==> src/rtl/core/cri_pkg.sv <==
// Shared types and constants of the Catmull-Rom quaternion interpolator.
package cri_pkg;

   localparam int COMP_FRAC_BITS_DEF = 14;
   localparam int COMP_W = 16;
   localparam int COEF_W = 36;
   localparam int ACC_W  = 64;
   localparam int SQ_W   = 60;
   localparam int ROOT_W = 31;

   typedef enum logic [3:0] {
      ST_IDLE, ST_POLY1, ST_POLY2, ST_HERM, ST_MAC, ST_ABS, ST_NORM, ST_SQUARE,
      ST_ROOT_LD, ST_ROOT, ST_DIV_LD, ST_DIV, ST_DONE
   } state_type;

   typedef enum logic [1:0] {TERM_P1, TERM_P2, TERM_M1, TERM_M2} term_type;

   typedef struct packed {
      logic     load;
      logic     negate;
      logic     clear;
      logic     mac;
      term_type sel;
      logic     absolute;
      logic     shift8;
      logic     shift1;
      logic     square;
      logic     div_start;
      logic     div_step;
   } lane_ctrl_type;

   typedef struct packed {
      logic start;
      logic step;
   } root_ctrl_type;

endpackage

==> src/rtl/core/cri_root.sv <==
// Merging stage: sum of the lane squares and iterative integer square root.
module cri_root (
   input  logic                          clock,
   input  logic                          reset,
   input  cri_pkg::root_ctrl_type        ctrl,
   input  logic [cri_pkg::SQ_W-1:0]      sq0,
   input  logic [cri_pkg::SQ_W-1:0]      sq1,
   input  logic [cri_pkg::SQ_W-1:0]      sq2,
   input  logic [cri_pkg::SQ_W-1:0]      sq3,
   output logic [cri_pkg::ROOT_W-1:0]    root
);
   import cri_pkg::*;

   logic [63:0] v_ff;
   logic [63:0] res_ff;
   logic [63:0] bit_ff;
   logic [63:0] trial;

   assign trial = res_ff + bit_ff;

   always_ff @(posedge clock) begin
      if (reset) begin
         bit_ff <= '0;
      end else if (ctrl.start) begin
         bit_ff <= 64'd1 << 62;
      end else if (ctrl.step) begin
         bit_ff <= bit_ff >> 2;
      end
   end

   always_ff @(posedge clock) begin
      if (ctrl.start) begin
         v_ff   <= 64'(sq0) + 64'(sq1) + 64'(sq2) + 64'(sq3);
         res_ff <= '0;
      end else if (ctrl.step) begin
         if (v_ff >= trial) begin
            v_ff   <= v_ff - trial;
            res_ff <= (res_ff >> 1) + bit_ff;
         end else begin
            res_ff <= res_ff >> 1;
         end
      end
   end

   assign root = res_ff[ROOT_W-1:0];

endmodule

==> config.mk <==
export PLATFORM = sky130hd
export DESIGN_NAME = cri_root
export DESIGN_NICKNAME = d
export VERILOG_FILES = /design/src/rtl/core/cri_pkg.sv /design/src/rtl/core/cri_root.sv
export SDC_FILE = /design/constraint.sdc
export NUM_CORES = 1
export LEC_CHECK = 0
export BUFFER_PORTS_ARGS = -buffer_cell sky130_fd_sc_hd__buf_4
export CORE_MARGIN = 4
export CORE_UTILIZATION = 60
export CTS_CLUSTER_DIAMETER = 150
export CTS_CLUSTER_SIZE = 25
export DETAILED_ROUTE_END_ITERATION = 7
export PLACE_DENSITY = 0.8
export SLEW_MARGIN = 20
export SYNTH_ARGS = -nofsm -noshare
export SYNTH_HDL_FRONTEND = slang
export SYNTH_SLANG_ARGS = --single-unit
==> constraint.sdc <==
create_clock -name clock -period 24.1 [get_ports clock]
set_input_delay 4.82 -clock clock [delete_from_list [all_inputs] [get_ports clock]]
set_output_delay 4.82 -clock clock [all_outputs]
set_load 0.02 [all_outputs]
==> reports/qor.csv <==
metric,value,unit
status,"complete, no violations",
crit-path cells,buf_4 > fa_1 > fa_1 > ha_1 > inv_1 > fa_1 > nand2b_1 > a21oi_1 > o211ai_1 > a31oi_1 > a22oi_1 > o221ai_1 > a21boi_2 > a41oi_1 > a221o_1 > xnor2_1 > mux2i_1,
FF-to-FF Start,res_ff[2],
core footprint,33870,sq um
number of buffers added on ports,274,
crit-path leading delay family,compound AO/OA/AOI/OAI gates,
clk sinks,160,
Crit path required time,24.27,ns
clk_skew,0.01526,ns
maximum clock path buffer count,2,
min-delay worst type,register to register,
CTS hold repair buffers,0,
"most common cell after layout, fill and taps aside",buf_4,
first-pass GRT wire length,93.42,mm
syn_area_per_cell,8.261,sq um
dpl cell area,22730,sq um
Worst Setup SP,sq0[1],
clock insertion delay at the later pin of the skew report,0.45,ns
start point of the worst hold path,res_ff[58],
CTS H-tree depth,4,
Resized cells post-CTS,0,
fin crit share,37.45,%
Routed wire per std cell,18.38,um
post-synthesis async set-or-reset flop share,0,%
Mapped Area,20760,sq um
vias per cell,6.280,
1st-iter DRT viols,1821,
sequential-to-total area share from yosys stat,18.52,%
Std-Cell Rows,67,
Die ar.,37640,sq um
final worst path period need,9.026,ns
Fin. Hold Viols,0,
initial antenna violation count,1,
Top Layer Used,met4,
Synth Flop Type,dfxtp_1,
Max Cap Viol,0,
Die X,194.0,um
CTS buffer count,17,
Hold Worst Slack,0.5504,ns
arrival time worst endpoint,9.19,ns
GRT Residual Overflow,0,
P_leak,9.666,nW
power per cell area,100.3,nW/um^2
"Net Count, Synth",3069,
layout net count,3212,
RSZ-0062 raised after global routing,no,
layout cells sized above 1,13.90,%
synth top area cells,"fa_1 (12%), ha_1 (12%), dfxtp_1 (9.3%), edfxtp_1 (9.3%), a21oi_1 (5.3%)",
Gate Count Post-Synth,2513,
"commonest cells after routing, fill and taps aside","buf_4 (281), nor2_1 (234), a21oi_1 (220)",
Buffers & Inverters on Critical Path,2,
"EDFF count, synth",64,
post-synth top area share,11.67,%
largest net degree at the start of global routing,100,
kind of critical path,primary input to register,
worst slew pin tran,0.9766,ns
Cell variety after synth,85,
Initial Util,61.29,%
Max-slew headroom,34.89,%
Synth Register Bits,160,
Post-Layout Inst Area,23360,sq um
cell mode on critical path,fa_1,
Crit-path slowest cell,fa_1,
Placer Congestion,0.9575,
"Max FO, Critical Path",5,
GR Util All Layers,29.41,%
post-route setup TNS,0,ns
"Reg clk slew, reported paths",0.07,ns
met3 routed WL,4.119,mm
synth warn,0,
IO Pins,275,
maximum clock frequency,0.1108,GHz
dominant cell type by area after synthesis,fa_1,
Fillers,2784,
DP HPWL,45.25,mm
Pre-antenna DRT Iters,6,
die height,194.0,um
vias in the first global route,18520,
Setup Viol. Count Final,0,
CP startpoint kind,primary input,
# DRC,0,
Worst setup EP type,register,
Post-CTS Setup Inserts,0,
met2 WL,25.71,mm
final wirelength,57.31,mm
Clk Tree Root Cell,clkbuf_16,
wl on met1,26.44,mm
Worst VDD drop,53.35,uV
crit-path max cell delay,0.53,ns
area delta synth->final,12.55,%
ANT nets after route,0,
vias,19580,
Final Slew Violations,0,
CTS tree,done,
final timing paths:
check | to | slack, ns | depth (start not counted)
worst max-delay path | v_ff[59] | 15.07 | 17
worst min-delay path | res_ff[58] | 0.55 | 2
worst max register to register | res_ff[15] | 17.07 | 25
worst min register to register | res_ff[58] | 0.55 | 2
sequential cells by signal (all words and copies together) (netlist names):
signal and count:
bit_ff 32, res_ff 64, v_ff 64
cell families after synthesis:
group                    synth area share (%)
AO/OA/AOI/OAI                           26.08
XOR/XNOR                                8.185
adder cells (fa/ha/maj)                 23.18
buffers and inverters                   4.852
flip-flops                              18.52
multiplexers                            2.971
AND/OR/NAND/NOR                         16.21
final cells by class:
| type | instances | area, sq um | area share (%) |
|---|---|---|---|
| Multi-Input combinational cell | 2120 | 15930 | 68.20 |
| Inverter | 76 | 285.3 | 1.221 |
| Clock inverter | 12 | 138.9 | 0.5944 |
| Timing Repair Buffer | 281 | 2110 | 9.029 |
| Clock buffer | 20 | 489.2 | 2.094 |
| Antenna cell | 1 | 2.502 | 0.01071 |
| Tap cell | 448 | 560.5 | 2.399 |
| Sequential cell | 160 | 3844 | 16.45 |
through the flow:
stage / instances / setup slack [ns] / utilization, % / total power [mW]
after floorplan: 2513 / 13.67 / - / 1.640
after global placement: 3085 / 14.81 / 67.12 / 1.979
after detailed placement: 3085 / 14.68 / 67.12 / 2.004
after CTS: 3117 / 15.12 / 68.98 / 2.315
after global routing: 3118 / 14.77 / 68.99 / 2.532
final: 3118 / 15.07 / 68.99 / 2.344
worst reg2reg max path, cell delays in order (launching register included):
cell and delay (ns):
dfxtp_1 0.38, ha_1 0.36, a31oi_1 0.13, o21bai_1 0.34, a21o_1 0.24, a211oi_1 0.11
nor4b_1 0.54, o21bai_1 0.14, a21oi_1 0.33, nor2_1 0.15, o21ai_0 0.30, a31oi_1 0.15
xor2_1 0.27, ha_1 0.36, a21oi_1 0.21, o21ai_0 0.22, a21oi_1 0.20, o221ai_1 0.18
a221oi_1 0.30, o21ai_0 0.19, a31oi_4 0.17, buf_4 0.33, buf_4 0.73, a21oi_1 0.19
xnor2_1 0.17, a211oi_1 0.24
routing by layer:
metal | track usage, % | up-vias
met1 | 43.71 | 9146
li1 | - | 9484
met2 | 46.69 | 865
met5 | 0 | -
met3 | 3.319 | 86
met4 | 5.938 | 0
Yosys cell counts (all sizes together), types with 11 or more instances:
library cell	count
nor2	235
a21oi	222
nand2	208
ha	191
o21ai	186
fa	121
xnor2	116
clkbuf	107
dfxtp	96
a21o	87
xor2	78
inv	76
edfxtp	64
a31oi	61
nand4	59
mux2i	56
nand3	51
o21bai	51
buf	50
a211oi	40
nor3	34
nand2b	22
o31ai	22
or3	22
and2	19
nor2b	19
o211ai	19
and3	18
a221oi	17
a31o	17
a311oi	15
a21boi	13
o21a	13
or2	11
power breakdown:
part / total [mW] / switching [mW] / internal [mW] / leakage (nW)
Combinational: 1.59 / 0.954 / 0.637 / 7.93
Clock: 0.296 / 0.126 / 0.170 / 0.310
Sequential: 0.458 / 0.0642 / 0.393 / 1.43
Total: 2.34 / 1.14 / 1.20 / 9.67
Note: power is estimated with default switching activity, not from simulation.
